===== src/design/pwms_pkg.sv =====
// Package for the PSSM window max scan core: types, codes and default constants.
// It has no dependencies. The controller, the datapath and the top level import it.
package pwms_pkg;

    // Default sizing. The top level exposes these as parameters.
    localparam int DEF_MAX_MOTIF_LEN = 32;
    localparam int DEF_SCORE_BITS    = 16;

    // Fixed field widths.
    localparam int POS_W     = 5;
    localparam int BASE_W    = 2;
    localparam int MLEN_W    = 6;
    localparam int HIT_W     = 16;
    localparam int CFG_IDX_W = 1;
    localparam int NUM_BASES = 4;

    // Register values after reset.
    localparam int MLEN_RESET  = 8;
    localparam int FLOOR_RESET = -25600;

    // Request kinds on the input channel.
    typedef enum logic [0:0] {
        REQ_TABLE = 1'b0,
        REQ_BASE  = 1'b1
    } t_req;

    // Configuration register indexes.
    typedef enum logic [CFG_IDX_W-1:0] {
        CFG_MOTIF_LEN = 1'b0,
        CFG_FLOOR     = 1'b1
    } t_cfg_idx;

    // Controller states. They track the result slot.
    typedef enum logic [1:0] {
        ST_OPEN,
        ST_SCORE,
        ST_SHOW
    } t_state;

    // Commands from the controller to the datapath.
    typedef struct packed {
        logic table_wr;
        logic step;
        logic last_step;
        logic finish;
    } t_cmd;

endpackage


===== src/design/pwms_ctrl.sv =====
// Controller for the PSSM window max scan core: the handshake and the result slot.
// It depends on pwms_pkg and drives the command struct that the datapath consumes.
module pwms_ctrl (
    input  logic           i_clk,
    input  logic           i_rst_n,
    input  logic           i_in_valid,
    input  logic           i_req_type,
    input  logic           i_last,
    input  logic           i_out_ready,
    output logic           o_in_ready,
    output logic           o_out_valid,
    output pwms_pkg::t_cmd o_cmd
);
    import pwms_pkg::*;

    t_state r_state;
    t_state n_state;
    logic   accept;
    logic   is_base;

    assign accept  = i_in_valid && o_in_ready;
    assign is_base = (t_req'(i_req_type) == REQ_BASE);

    // The state register.
    always_ff @(posedge i_clk) begin
        if (!i_rst_n) begin
            r_state <= ST_OPEN;
        end else begin
            r_state <= n_state;
        end
    end

    // Next state. A last base moves the block to scoring, then to showing the result.
    always_comb begin
        n_state = r_state;
        unique case (r_state)
            ST_OPEN: begin
                if (accept && is_base && i_last) n_state = ST_SCORE;
            end
            ST_SCORE: begin
                n_state = ST_SHOW;
            end
            ST_SHOW: begin
                if (accept && is_base && i_last) begin
                    n_state = ST_SCORE;
                end else if (i_out_ready) begin
                    n_state = ST_OPEN;
                end
            end
            default: n_state = ST_OPEN;
        endcase
    end

    // Outputs. In the show state only a last base waits for the result to drain.
    always_comb begin
        o_in_ready  = 1'b0;
        o_out_valid = 1'b0;
        unique case (r_state)
            ST_OPEN:  o_in_ready = 1'b1;
            ST_SCORE: o_in_ready = 1'b0;
            ST_SHOW: begin
                o_in_ready  = i_out_ready || !(is_base && i_last);
                o_out_valid = 1'b1;
            end
            default: o_in_ready = 1'b0;
        endcase
        o_cmd.table_wr  = accept && !is_base;
        o_cmd.step      = accept && is_base;
        o_cmd.last_step = accept && is_base && i_last;
        o_cmd.finish    = (r_state == ST_SCORE);
    end

    // The final scoring cycle always leads to a shown result.
    a_score_to_show: assert property (@(posedge i_clk) disable iff (!i_rst_n)
        r_state == ST_SCORE |=> r_state == ST_SHOW)
        else $error("scoring cycle not followed by result");

    // A last base always enters the final scoring cycle.
    a_last_scores: assert property (@(posedge i_clk) disable iff (!i_rst_n)
        o_cmd.last_step |=> r_state == ST_SCORE)
        else $error("last base did not start final scoring");

    // A waiting result stays offered until it is taken.
    a_out_hold: assert property (@(posedge i_clk) disable iff (!i_rst_n)
        o_out_valid && !i_out_ready |=> o_out_valid)
        else $error("result withdrawn before it was taken");

endmodule


===== src/design/pwms_datapath.sv =====
// Datapath for the PSSM window max scan core: score cells, window select, best tracking.
// It depends on pwms_pkg and acts on the commands from pwms_ctrl.
module pwms_datapath #(
    parameter int MAX_MOTIF_LEN = pwms_pkg::DEF_MAX_MOTIF_LEN,
    parameter int SCORE_BITS    = pwms_pkg::DEF_SCORE_BITS,
    parameter int SUM_BITS      = SCORE_BITS + $clog2(MAX_MOTIF_LEN)
) (
    input  logic                                i_clk,
    input  logic                                i_rst_n,
    input  pwms_pkg::t_cmd                      i_cmd,
    input  logic [pwms_pkg::BASE_W-1:0]         i_base,
    input  logic [pwms_pkg::POS_W-1:0]          i_position,
    input  logic signed [SCORE_BITS-1:0]        i_score,
    input  logic                                i_cfg_wr,
    input  logic [pwms_pkg::CFG_IDX_W-1:0]      i_cfg_index,
    input  logic [SUM_BITS-1:0]                 i_cfg_data,
    output logic signed [SUM_BITS-1:0]          o_max_score,
    output logic [pwms_pkg::HIT_W-1:0]          o_hit_count
);
    import pwms_pkg::*;

    localparam int IDX_W = (MAX_MOTIF_LEN > 1) ? $clog2(MAX_MOTIF_LEN) : 1;
    localparam int CNT_W = $clog2(MAX_MOTIF_LEN + 1);
    localparam int CMP_W = 7;

    // Configuration registers.
    logic [MLEN_W-1:0]          r_motif_len;
    logic signed [SUM_BITS-1:0] r_floor;

    // Score cells: per position four table entries and one partial sum.
    logic signed [SCORE_BITS-1:0] r_tab  [MAX_MOTIF_LEN][NUM_BASES];
    logic signed [SUM_BITS-1:0]   r_psum [MAX_MOTIF_LEN];
    logic signed [SUM_BITS-1:0]   n_psum [MAX_MOTIF_LEN];
    logic [CNT_W-1:0]             r_bases;
    logic [CNT_W-1:0]             n_bases;

    // Window stage and best tracking.
    logic [IDX_W-1:0]           win_idx;
    logic                       r_s2_valid;
    logic                       r_s2_ok;
    logic signed [SUM_BITS-1:0] r_s2_win;
    logic signed [SUM_BITS-1:0] r_best;
    logic signed [SUM_BITS-1:0] n_best;
    logic [HIT_W-1:0]           r_tie;
    logic [HIT_W-1:0]           n_tie;

    // Configuration writes.
    always_ff @(posedge i_clk) begin
        if (!i_rst_n) begin
            r_motif_len <= MLEN_W'(MLEN_RESET);
            r_floor     <= SUM_BITS'(FLOOR_RESET);
        end else if (i_cfg_wr) begin
            unique case (t_cfg_idx'(i_cfg_index))
                CFG_MOTIF_LEN: r_motif_len <= i_cfg_data[MLEN_W-1:0];
                CFG_FLOOR:     r_floor     <= i_cfg_data;
            endcase
        end
    end

    // Each cell adds its own entry for the incoming base to its neighbor's sum.
    for (genvar p = 0; p < MAX_MOTIF_LEN; p++) begin : g_cell
        always_ff @(posedge i_clk) begin
            if (i_cmd.table_wr && (int'(i_position) == p)) begin
                r_tab[p][i_base] <= i_score;
            end
        end
        if (p == 0) begin : g_first
            assign n_psum[p] = SUM_BITS'(r_tab[p][i_base]);
        end else begin : g_rest
            assign n_psum[p] = r_psum[p-1] + SUM_BITS'(r_tab[p][i_base]);
        end
    end

    // Window end index, with the motif length clamped to the cell count.
    always_comb begin
        if (r_motif_len == '0) begin
            win_idx = '0;
        end else if (CMP_W'(r_motif_len) > CMP_W'(MAX_MOTIF_LEN)) begin
            win_idx = IDX_W'(MAX_MOTIF_LEN - 1);
        end else begin
            win_idx = IDX_W'(r_motif_len - MLEN_W'(1));
        end
        n_bases = (r_bases == CNT_W'(MAX_MOTIF_LEN)) ? r_bases : r_bases + CNT_W'(1);
    end

    // Stage one: shift the partial sums and register the window sum.
    always_ff @(posedge i_clk) begin
        if (!i_rst_n) begin
            r_bases    <= '0;
            r_s2_valid <= 1'b0;
            for (int i = 0; i < MAX_MOTIF_LEN; i++) begin
                r_psum[i] <= '0;
            end
        end else begin
            r_s2_valid <= i_cmd.step;
            if (i_cmd.step) begin
                r_bases <= i_cmd.last_step ? '0 : n_bases;
                for (int i = 0; i < MAX_MOTIF_LEN; i++) begin
                    r_psum[i] <= i_cmd.last_step ? '0 : n_psum[i];
                end
            end
        end
    end

    always_ff @(posedge i_clk) begin
        if (i_cmd.step) begin
            r_s2_ok  <= CMP_W'(n_bases) > CMP_W'(win_idx);
            r_s2_win <= n_psum[win_idx];
        end
    end

    // Stage two: compare the window with the best so far and count ties.
    always_comb begin
        n_best = r_best;
        n_tie  = r_tie;
        if (r_s2_valid && r_s2_ok) begin
            if (r_s2_win > r_best) begin
                n_best = r_s2_win;
                n_tie  = HIT_W'(1);
            end else if ((r_s2_win == r_best) && (r_tie != '1)) begin
                n_tie = r_tie + HIT_W'(1);
            end
        end
    end

    always_ff @(posedge i_clk) begin
        if (!i_rst_n) begin
            r_best <= SUM_BITS'(FLOOR_RESET);
            r_tie  <= '0;
        end else if (i_cmd.finish) begin
            r_best <= r_floor;
            r_tie  <= '0;
        end else begin
            r_best <= n_best;
            r_tie  <= n_tie;
        end
    end

    // Result register, loaded when the last window has been scored.
    always_ff @(posedge i_clk) begin
        if (i_cmd.finish) begin
            o_max_score <= n_best;
            o_hit_count <= n_tie;
        end
    end

    // The end of a sequence clears the window state.
    a_seq_clear: assert property (@(posedge i_clk) disable iff (!i_rst_n)
        i_cmd.last_step |=> (r_bases == '0) && (r_psum[0] == '0))
        else $error("sequence state not cleared after last base");

    // A new best restarts the tie count at one.
    a_new_best: assert property (@(posedge i_clk) disable iff (!i_rst_n)
        r_s2_valid && r_s2_ok && (r_s2_win > r_best) && !i_cmd.finish
        |=> (r_tie == HIT_W'(1)) && (r_best == $past(r_s2_win)))
        else $error("new best score not taken");

    // The final scoring cycle always follows a scored base.
    a_finish_valid: assert property (@(posedge i_clk) disable iff (!i_rst_n)
        i_cmd.finish |-> r_s2_valid)
        else $error("final scoring without a base in flight");

endmodule


===== src/design/pssm_window_max_scan_core.sv =====
// Top level of the PSSM window max scan core.
// It depends on pwms_pkg and instantiates pwms_ctrl and pwms_datapath.
//
// Usage:
//   Input channel (i_in_valid / o_in_ready) carries one request per item: a
//   table write (position, base, score) or a sequence base with a last flag.
//   Output channel (o_out_valid / i_out_ready) carries one result per sequence:
//   the best window score and the number of windows that tie it.
//   Configuration channel (i_cfg_valid / o_cfg_ready) writes the motif length
//   (index 0) and the floor score (index 1). It is always ready.
// Timing:
//   One request is taken per cycle while the input is ready. A base marked
//   last has its result built as follows: the edge that takes it updates the
//   partial-sum cells and registers the window sum, and the scoring state
//   then compares it against the best score and loads the result. The input
//   is not ready in the cycle after a last base.
// Reset and stalls:
//   Reset clears the sums, counts and result slot and loads the register
//   defaults; the score table keeps undefined contents until written. While a
//   result waits, table writes and bases not marked last still flow; a base
//   marked last waits for the output slot, which frees in the cycle that
//   i_out_ready is seen.
module pssm_window_max_scan_core #(
    parameter int MAX_MOTIF_LEN = pwms_pkg::DEF_MAX_MOTIF_LEN,
    parameter int SCORE_BITS    = pwms_pkg::DEF_SCORE_BITS,
    parameter int SUM_BITS      = SCORE_BITS + $clog2(MAX_MOTIF_LEN)
) (
    input  logic                           i_clk,
    input  logic                           i_rst_n,
    input  logic                           i_in_valid,
    output logic                           o_in_ready,
    input  logic                           i_req_type,
    input  logic [pwms_pkg::BASE_W-1:0]    i_base,
    input  logic [pwms_pkg::POS_W-1:0]     i_position,
    input  logic signed [SCORE_BITS-1:0]   i_score,
    input  logic                           i_last,
    output logic                           o_out_valid,
    input  logic                           i_out_ready,
    output logic signed [SUM_BITS-1:0]     o_max_score,
    output logic [pwms_pkg::HIT_W-1:0]     o_hit_count,
    input  logic                           i_cfg_valid,
    output logic                           o_cfg_ready,
    input  logic [pwms_pkg::CFG_IDX_W-1:0] i_cfg_index,
    input  logic [SUM_BITS-1:0]            i_cfg_data
);
    import pwms_pkg::*;

    t_cmd cmd;

    // Configuration writes are taken in any cycle.
    assign o_cfg_ready = 1'b1;

    // Handshake and result slot control.
    pwms_ctrl u_ctrl (
        .i_clk       (i_clk),
        .i_rst_n     (i_rst_n),
        .i_in_valid  (i_in_valid),
        .i_req_type  (i_req_type),
        .i_last      (i_last),
        .i_out_ready (i_out_ready),
        .o_in_ready  (o_in_ready),
        .o_out_valid (o_out_valid),
        .o_cmd       (cmd)
    );

    // Score cells and best tracking.
    pwms_datapath #(
        .MAX_MOTIF_LEN (MAX_MOTIF_LEN),
        .SCORE_BITS    (SCORE_BITS),
        .SUM_BITS      (SUM_BITS)
    ) u_datapath (
        .i_clk       (i_clk),
        .i_rst_n     (i_rst_n),
        .i_cmd       (cmd),
        .i_base      (i_base),
        .i_position  (i_position),
        .i_score     (i_score),
        .i_cfg_wr    (i_cfg_valid && o_cfg_ready),
        .i_cfg_index (i_cfg_index),
        .i_cfg_data  (i_cfg_data),
        .o_max_score (o_max_score),
        .o_hit_count (o_hit_count)
    );

endmodule

===== config.mk =====
export PLATFORM = sky130hd
export DESIGN_NAME = pssm_window_max_scan_core
export DESIGN_NICKNAME = d
export VERILOG_FILES = /design/src/design/pwms_pkg.sv /design/src/design/pwms_ctrl.sv /design/src/design/pwms_datapath.sv /design/src/design/pssm_window_max_scan_core.sv
export SDC_FILE = /design/constraint.sdc
export NUM_CORES = 2
export LEC_CHECK = 0
export BUFFER_PORTS_ARGS = -buffer_cell sky130_fd_sc_hd__buf_4
export CAP_MARGIN = 5
export CORE_MARGIN = 3
export CORE_UTILIZATION = 40
export DETAILED_ROUTE_END_ITERATION = 16
export PLACE_DENSITY = 0.62
export REMOVE_ABC_BUFFERS = 1
export SYNTH_ARGS = -nofsm -noshare
export SYNTH_HDL_FRONTEND = slang
export SYNTH_SLANG_ARGS = --single-unit

===== constraint.sdc =====
create_clock -name i_clk -period 21.8 [get_ports i_clk]
set_input_delay 4.36 -clock i_clk [delete_from_list [all_inputs] [get_ports i_clk]]
set_output_delay 4.36 -clock i_clk [all_outputs]
set_load 0.05 [all_outputs]

After elaboration in Yosys (flattened, before gate mapping)
Memory sizes are Yosys's and may differ from the RTL's.
Cells that the tools add are included.
{"block": "totals", "regBits": 132, "ramBits": 2720, "inputBits": 52, "out_inout_bits": 40, "memories": 2}
{"name": "u_datapath.r_tab", "words": 32, "word_bits": 64, "read_ports": 32, "rd_ports_with_merged_regs": 0, "write_ports": 1, "line_no": "pwms_datapath.sv:31", "rtl": "logic signed [SCORE_BITS-1:0] r_tab [MAX_MOTIF_LEN][NUM_BASES];"}
{"name": "u_datapath.r_psum", "words": 32, "word_bits": 21, "read_ports": 31, "rd_ports_with_merged_regs": 0, "write_ports": 32, "line_no": "pwms_datapath.sv:32", "rtl": "logic signed [SUM_BITS-1:0] r_psum [MAX_MOTIF_LEN];"}
{"block": "classes", "add_sub_neg": 34, "order_cmp": 6, "eq_ne": 38, "mux": 342, "n_bitwise": 36, "n_reduce_logical": 81}
{"cell": "64-bit 2-to-1 mux", "n": 94}
{"cell": "64-bit OR reduction", "n": 31}
{"cell": "21-bit 2-to-1 mux", "n": 69}
{"cell": "16-bit 2-to-1 mux", "n": 68}
{"cell": "16-bit binary-select mux with 2-bit select", "n": 32}
{"cell": "21-bit by 16-bit adder with 21-bit output", "n": 31}
{"cell": "5-bit 2-to-1 mux", "n": 33}
{"cell": "21-bit binary-select mux with 5-bit select", "n": 1}
{"cell": "5-bit equality test, second input constant", "n": 16}
{"cell": "5-bit by 4-bit equality test with 1-bit output, second input constant", "n": 8}
{"cell": "1-bit logical AND", "n": 40}
{"cell": "1-bit 2-to-1 mux", "n": 37}
{"cell": "16-bit demux with 2-bit select", "n": 1}
{"cell": "1-bit bitwise OR", "n": 32}
{"cell": "21-bit equality test", "n": 1}
{"cell": "21-bit greater-than comparator", "n": 1}
{"cell": "5-bit by 3-bit equality test with 1-bit output, second input constant", "n": 4}
{"cell": "16-bit by 1-bit adder with 16-bit output, second input constant", "n": 1}
{"cell": "16-bit inequality test, second input constant", "n": 1}
{"cell": "6-bit 2-to-1 mux", "n": 2}
{"cell": "5-bit by 2-bit equality test with 1-bit output, second input constant", "n": 2}
{"cell": "6-bit by 1-bit adder with 6-bit output, second input constant", "n": 1}
{"cell": "6-bit equality test, second input constant", "n": 1}
{"cell": "6-bit >= comparator, second input constant", "n": 1}
{"cell": "23 further kinds", "n": 29}

Depth between registers and ports, before layout
{"block": "depth", "ltp_word": 41, "depth_mapped": 20, "mapped_depth_nobuf": 14}

By module
From an unflattened synthesis, not the netlist that was laid out.
{"block": "hier_totals", "hier_cells": 9308, "hier_area_um2": 135826.5}
{"mod": "pwms_datapath", "n_inst": 1, "cells_each": 9290, "area_each_um2": 135666.4, "seq_area_each_um2": 84090.6}
{"mod": "pwms_ctrl", "n_inst": 1, "cells_each": 16, "area_each_um2": 148.9, "seq_area_each_um2": 40.0}
{"mod": "pssm_window_max_scan_core", "n_inst": 1, "cells_each": 2, "area_each_um2": 11.3, "seq_area_each_um2": 0.0}

Worst setup path before layout
OpenSTA, ideal clock, no wires.
{"block": "synth_timing", "path_type": "input to register", "start": "in i_last", "end": "mem u_datapath.r_psum[0][0] (netlist name), enable pin", "setup_ps": 990, "t_arrival_ps": 18772, "t_required_ps": 20810, "setup_slack_ps": 2038, "stages": 4, "path_buffers": 0, "cell_sequence": "a41oi_1 -> and3_1 -> nor2b_1 -> inv_1"}
{"item": "start, declared", "line_no": "pssm_window_max_scan_core.sv:36", "rtl": "input logic i_last,"}
{"item": "end, declared", "line_no": "pwms_datapath.sv:32"}

Worst setup path in the final report
{"block": "layout_timing", "start": "in i_base[0] (netlist name)", "end": "reg u_datapath.r_s2_win[14], data pin"}
{"block": "layout_between", "elab_chain_len": 8}
{"item": "start, declared", "line_no": "pssm_window_max_scan_core.sv:33", "rtl": "input logic [pwms_pkg::BASE_W-1:0] i_base,"}
{"item": "2-bit inverter with 3-bit output (not written as such) (*)", "line_no": "pwms_datapath.sv:68, pwms_datapath.sv:70"}
{"item": "16-bit binary-select mux with 2-bit select", "line_no": "pwms_datapath.sv:70", "rtl": "assign n_psum[p] = r_psum[p-1] + SUM_BITS'(r_tab[p][i_base]);"}
{"item": "16-bit 2-to-1 mux (not written as such) (2 in a row)", "line_no": "pwms_datapath.sv:70"}
{"item": "21-bit by 16-bit adder with 21-bit output", "line_no": "pwms_datapath.sv:70"}
{"item": "21-bit binary-select mux with 5-bit select (*)", "line_no": "pwms_datapath.sv:108", "rtl": "r_s2_win <= n_psum[win_idx];"}
{"item": "21-bit 2-to-1 mux (not written as such) (*) (2 in a row)", "line_no": "pwms_datapath.sv:108"}
{"item": "end signal, assigned", "line_no": "pwms_datapath.sv:108"}
{"item": "end, declared", "line_no": "pwms_datapath.sv:41", "rtl": "logic signed [SUM_BITS-1:0] r_s2_win;"}
Mark *: on every way between the ends. The rest lies on a longest branch, timed or not. The select of a mux whose other input is x is not followed.
A chain may end at the register's enable or synchronous reset.

==> impl_results.md <==
* Post-Synth Simple-Gate Area at 7.59%
* Worst Setup EP: u_datapath.r_s2_win[14]
* DRT iter0 DRCs at 10.6k
* Pre-antenna DRT Iters at 6
* Clock transition at path regs at 60 ps
* Post-Synth XOR/XNOR Area at under 10%
* Mux share of post-synthesis cell area at under 10%
* Post_cts resized at 0
* Leakage at 0.0544 µW
* Peak supply drop at 67.6 µV
* DRT antenna net count at 0
* Via count at about 87k
* Hold-fix buffer count after cts at 0
* R2r worst-path depth at 14
* RSZ-0062 raised after global routing: no
* Root Driver: clkbuf_16
* Pwr dens at 93.9 nW/µm²
* Grt ovf at 0
* Placed cell areas at 143,000 µm²
* Arrival @ worst endpoint at 11,480 ps
* Total number of yosys warnings at 0
* Ports at 92
* Adder-cell area share of the yosys netlist at between 6 and 7%
* CORE AREA at 338,000 µm²
* Die H at 589 µm
* Largest family of logic cells by synthesized area: compound AO/OA/AOI/OAI gates
* Largest net degree at the start of global routing at about 130
* Layout Skew at 55.0 ps
* Hold depth at 2
* Post-Syn Instances at 9,377
* Final wirelength at 419 mm
* DR WL/cell at 29.0 µm
* Fin crit share at ~50%
* Row cnt at approximately 210
* CTS Sinks at 2,826
* Reg2Reg Launch Point: u_datapath.r_motif_len[0]
* Origin of the worst setup path: i_base[0]
* Share of cells above drive strength 1 at 14.9%
* Skew-Pair Late Insertion Delay at 940 ps
* Global placer's final weighted congestion at 0.972
* Die span in x at 589 µm
* Reg-to-Reg End: u_datapath.r_s2_win[14]
* DRC errors left at 0
* Least-Margin Pin Slew at 1510 ps
* Cell variety after synth at 108
* Worst min path class: flop to flop
* Buffers from clock root to sink, at most at 4
* Final hold vios at 0
* Worst path required time at 22,590 ps
* Nets@finish at 10.4k
* Period minus WS final at ~11,000 ps
* TritonCTS clock tree: yes
* Max Slew Vio Count at 8
* GRT Util Overall at 23.5%
* Crit end category: flop
* Area growth syn-to-layout at 12.6%
* Initial antenna violation count at 20
* First-pass GRT wire length at 599 mm
* Worst setup SP type: input pin
* Sequential fraction of the synthesis area at around three fifths
* R2r setup slk at 15,340 ps
* EDFF count, synth at 2,753
* WS Path Type: input pin to flop
* Via density at 6.00
* Hpwl dp at between 200 and 300 mm
* Met1 Track Usage GR at 32.7%
* Compound-Gate Fraction of Synth Area at 9.51%
* Vias in the first global route at 84.7k
* Final setup viols at 0
* Post-Layout Inst Area at 153,000 µm²
* Met2 Use GR at ~37%
* Top Usage Layer GRT: met2
* Highest Clock Rate at 0.0936 GHz
* Syn_area_per_cell at between 10 and 15 µm²
* Most used DFF post-synth: edfxtp_1
* Core Util, Final at between 40% and 50%
* Starting Density at 40.3%
* Max-cap violations at 1
* # port buffers at 90
* Setup Buffers After CTS at 0
* Status: finished with violations
* Met3 Use GR at about 4.9%
* H-tree depth at 5
* Total CTS buffers at 311
* Ys async rst share at 0%
* Full die area at roughly 350,000 µm²
* Worst-path maximum fanout at 70
* #FFs+latches synth at roughly 2.8k
* Slew HR at -1.15%
* Mapped Area at approximately 140,000 µm²
* Violated checks: capacitance limit, slew limit
* Final TNS setup at 0 ps
layer usage:
| layer | vias up | wire length (µm) |
|---|---|---|
| li1 | 37300 | - |
| met1 | 44400 | 173000 |
| met2 | 4149 | 190000 |
| met3 | 738 | 39100 |
| met4 | 18 | 16100 |
| met5 | - | 107 |
worst min-delay path by stage:
| stage | startpoint | to | slack, ps |
|---|---|---|---|
| after floorplan | u_datapath.r_floor[10] | u_datapath.r_floor[10] | 440 |
| after global placement | u_datapath.r_floor[5] | u_datapath.r_floor[5] | 450 |
| after detailed placement | u_datapath.r_floor[17] | u_datapath.r_floor[17] | 460 |
| after CTS | u_datapath.r_floor[6] | u_datapath.r_floor[6] | 470 |
| after global routing | u_datapath.r_floor[6] | u_datapath.r_floor[6] | 480 |
| final | u_datapath.r_floor[5] | u_datapath.r_floor[5] | 470 |
area by class of cell:
cell class	count	area, µm²
Fill cell	29200	184000
Sequential cell	2826	84100
Inverter	144	558
Clock buffer	373	8130
Clock inverter	181	2180
Tap cell	4515	5650
Multi-Input combinational cell	6059	50100
Timing Repair Buffer	326	2510
Antenna cell	9	22.5
worst max-delay path, stage by stage:
cell       delay (ps)
buf_8             580
buf_4             590
buf_4             580
buf_4             630
mux4_2            580
ha_1              320
o21a_1            150
nor2_1             60
o41ai_1           930
a2111oi_0         260
nor3_1            390
a31oi_1           160
xor2_1            200
a211oi_1          490
nor3_1            100
nor3_1            640
o22a_1            220
stage by stage:
| stage | setup WS, ps | hold slack (ps) | cells | total power [µW] |
|---|---|---|---|---|
| after floorplan | 2040 | 439 | 9029 | 8010 |
| after global placement | 9050 | 452 | 13900 | 9050 |
| after detailed placement | 10080 | 460 | 13900 | 9080 |
| after CTS | 11040 | 473 | 14400 | 14400 |
| after global routing | 10600 | 481 | 14400 | 14900 |
| final | 11110 | 471 | 14400 | 14400 |
cells in the final DEF, fill, tap and decap left out, types with 44 or more instances in the layout:
cell type	count
a211oi_1	120
nor2_1	972
o21ai_0	337
a31oi_1	71
nand2b_1	50
and2_1	200
inv_1	138
nand2_1	437
a21oi_1	506
clkbuf_1	54
dfxtp_1	73
nor2b_1	58
mux4_2	548
and3_1	97
buf_4	320
ha_1	647
xnor2_1	328
o211ai_1	95
a21o_1	243
o21a_1	65
nand3_1	132
nor3_1	98
clkbuf_16	314
o21bai_1	78
edfxtp_1	2753
xor2_1	270
clkinv_1	54
clkinv_2	44
cell usage after synthesis (132+ instances only):
library cell  instances  area share [%]
edfxtp_1           2753              61
xnor2_1             328             2.1
inv_1               140            0.39
nand2_1             439             1.2
nand3_1             132            0.49
ha_1                647             5.9
a21oi_1             507             1.9
xor2_1              270             1.7
o21ai_0             337             1.2
and2_1              201            0.92
a21o_1              243             1.3
mux4_2              548             9.1
clkbuf_1            222            0.61
nor2_1              999             2.8
state kept, by name (all words and copies together), names as in the netlist:
| register | flops |
|---|---|
| u_datapath.r_psum | 646 |
| u_datapath.o_max_score | 21 |
| u_datapath.r_s2_ok | 1 |
| u_ctrl.r_state | 2 |
| u_datapath.r_best | 21 |
| u_datapath.r_s2_valid | 1 |
| u_datapath.r_tab | 2048 |
| u_datapath.r_floor | 21 |
| u_datapath.o_hit_count | 16 |
| u_datapath.r_s2_win | 21 |
| u_datapath.r_bases | 6 |
| u_datapath.r_tie | 16 |
| u_datapath.r_motif_len | 6 |
where the power goes:
| group | leakage, µW | total, µW | switching, µW | internal (µW) |
|---|---|---|---|---|
| Sequential | 0.0264 | 6250 | 77.9 | 6170 |
| Clock | 0.00498 | 5360 | 2250 | 3110 |
| Combinational | 0.0230 | 2800 | 1860 | 938 |
| Total | 0.0544 | 14400 | 4190 | 10200 |
cells by family after synthesis:
kind of cell | after synthesis
adder cells (fa/ha/maj) | 680
XOR/XNOR | 598
buffers and inverters | 492
AO/OA/AOI/OAI | 1946
multiplexers | 585
other | 1
AND/OR/NAND/NOR | 2249
flip-flops | 2826
(Power assumes the default switching activity.)
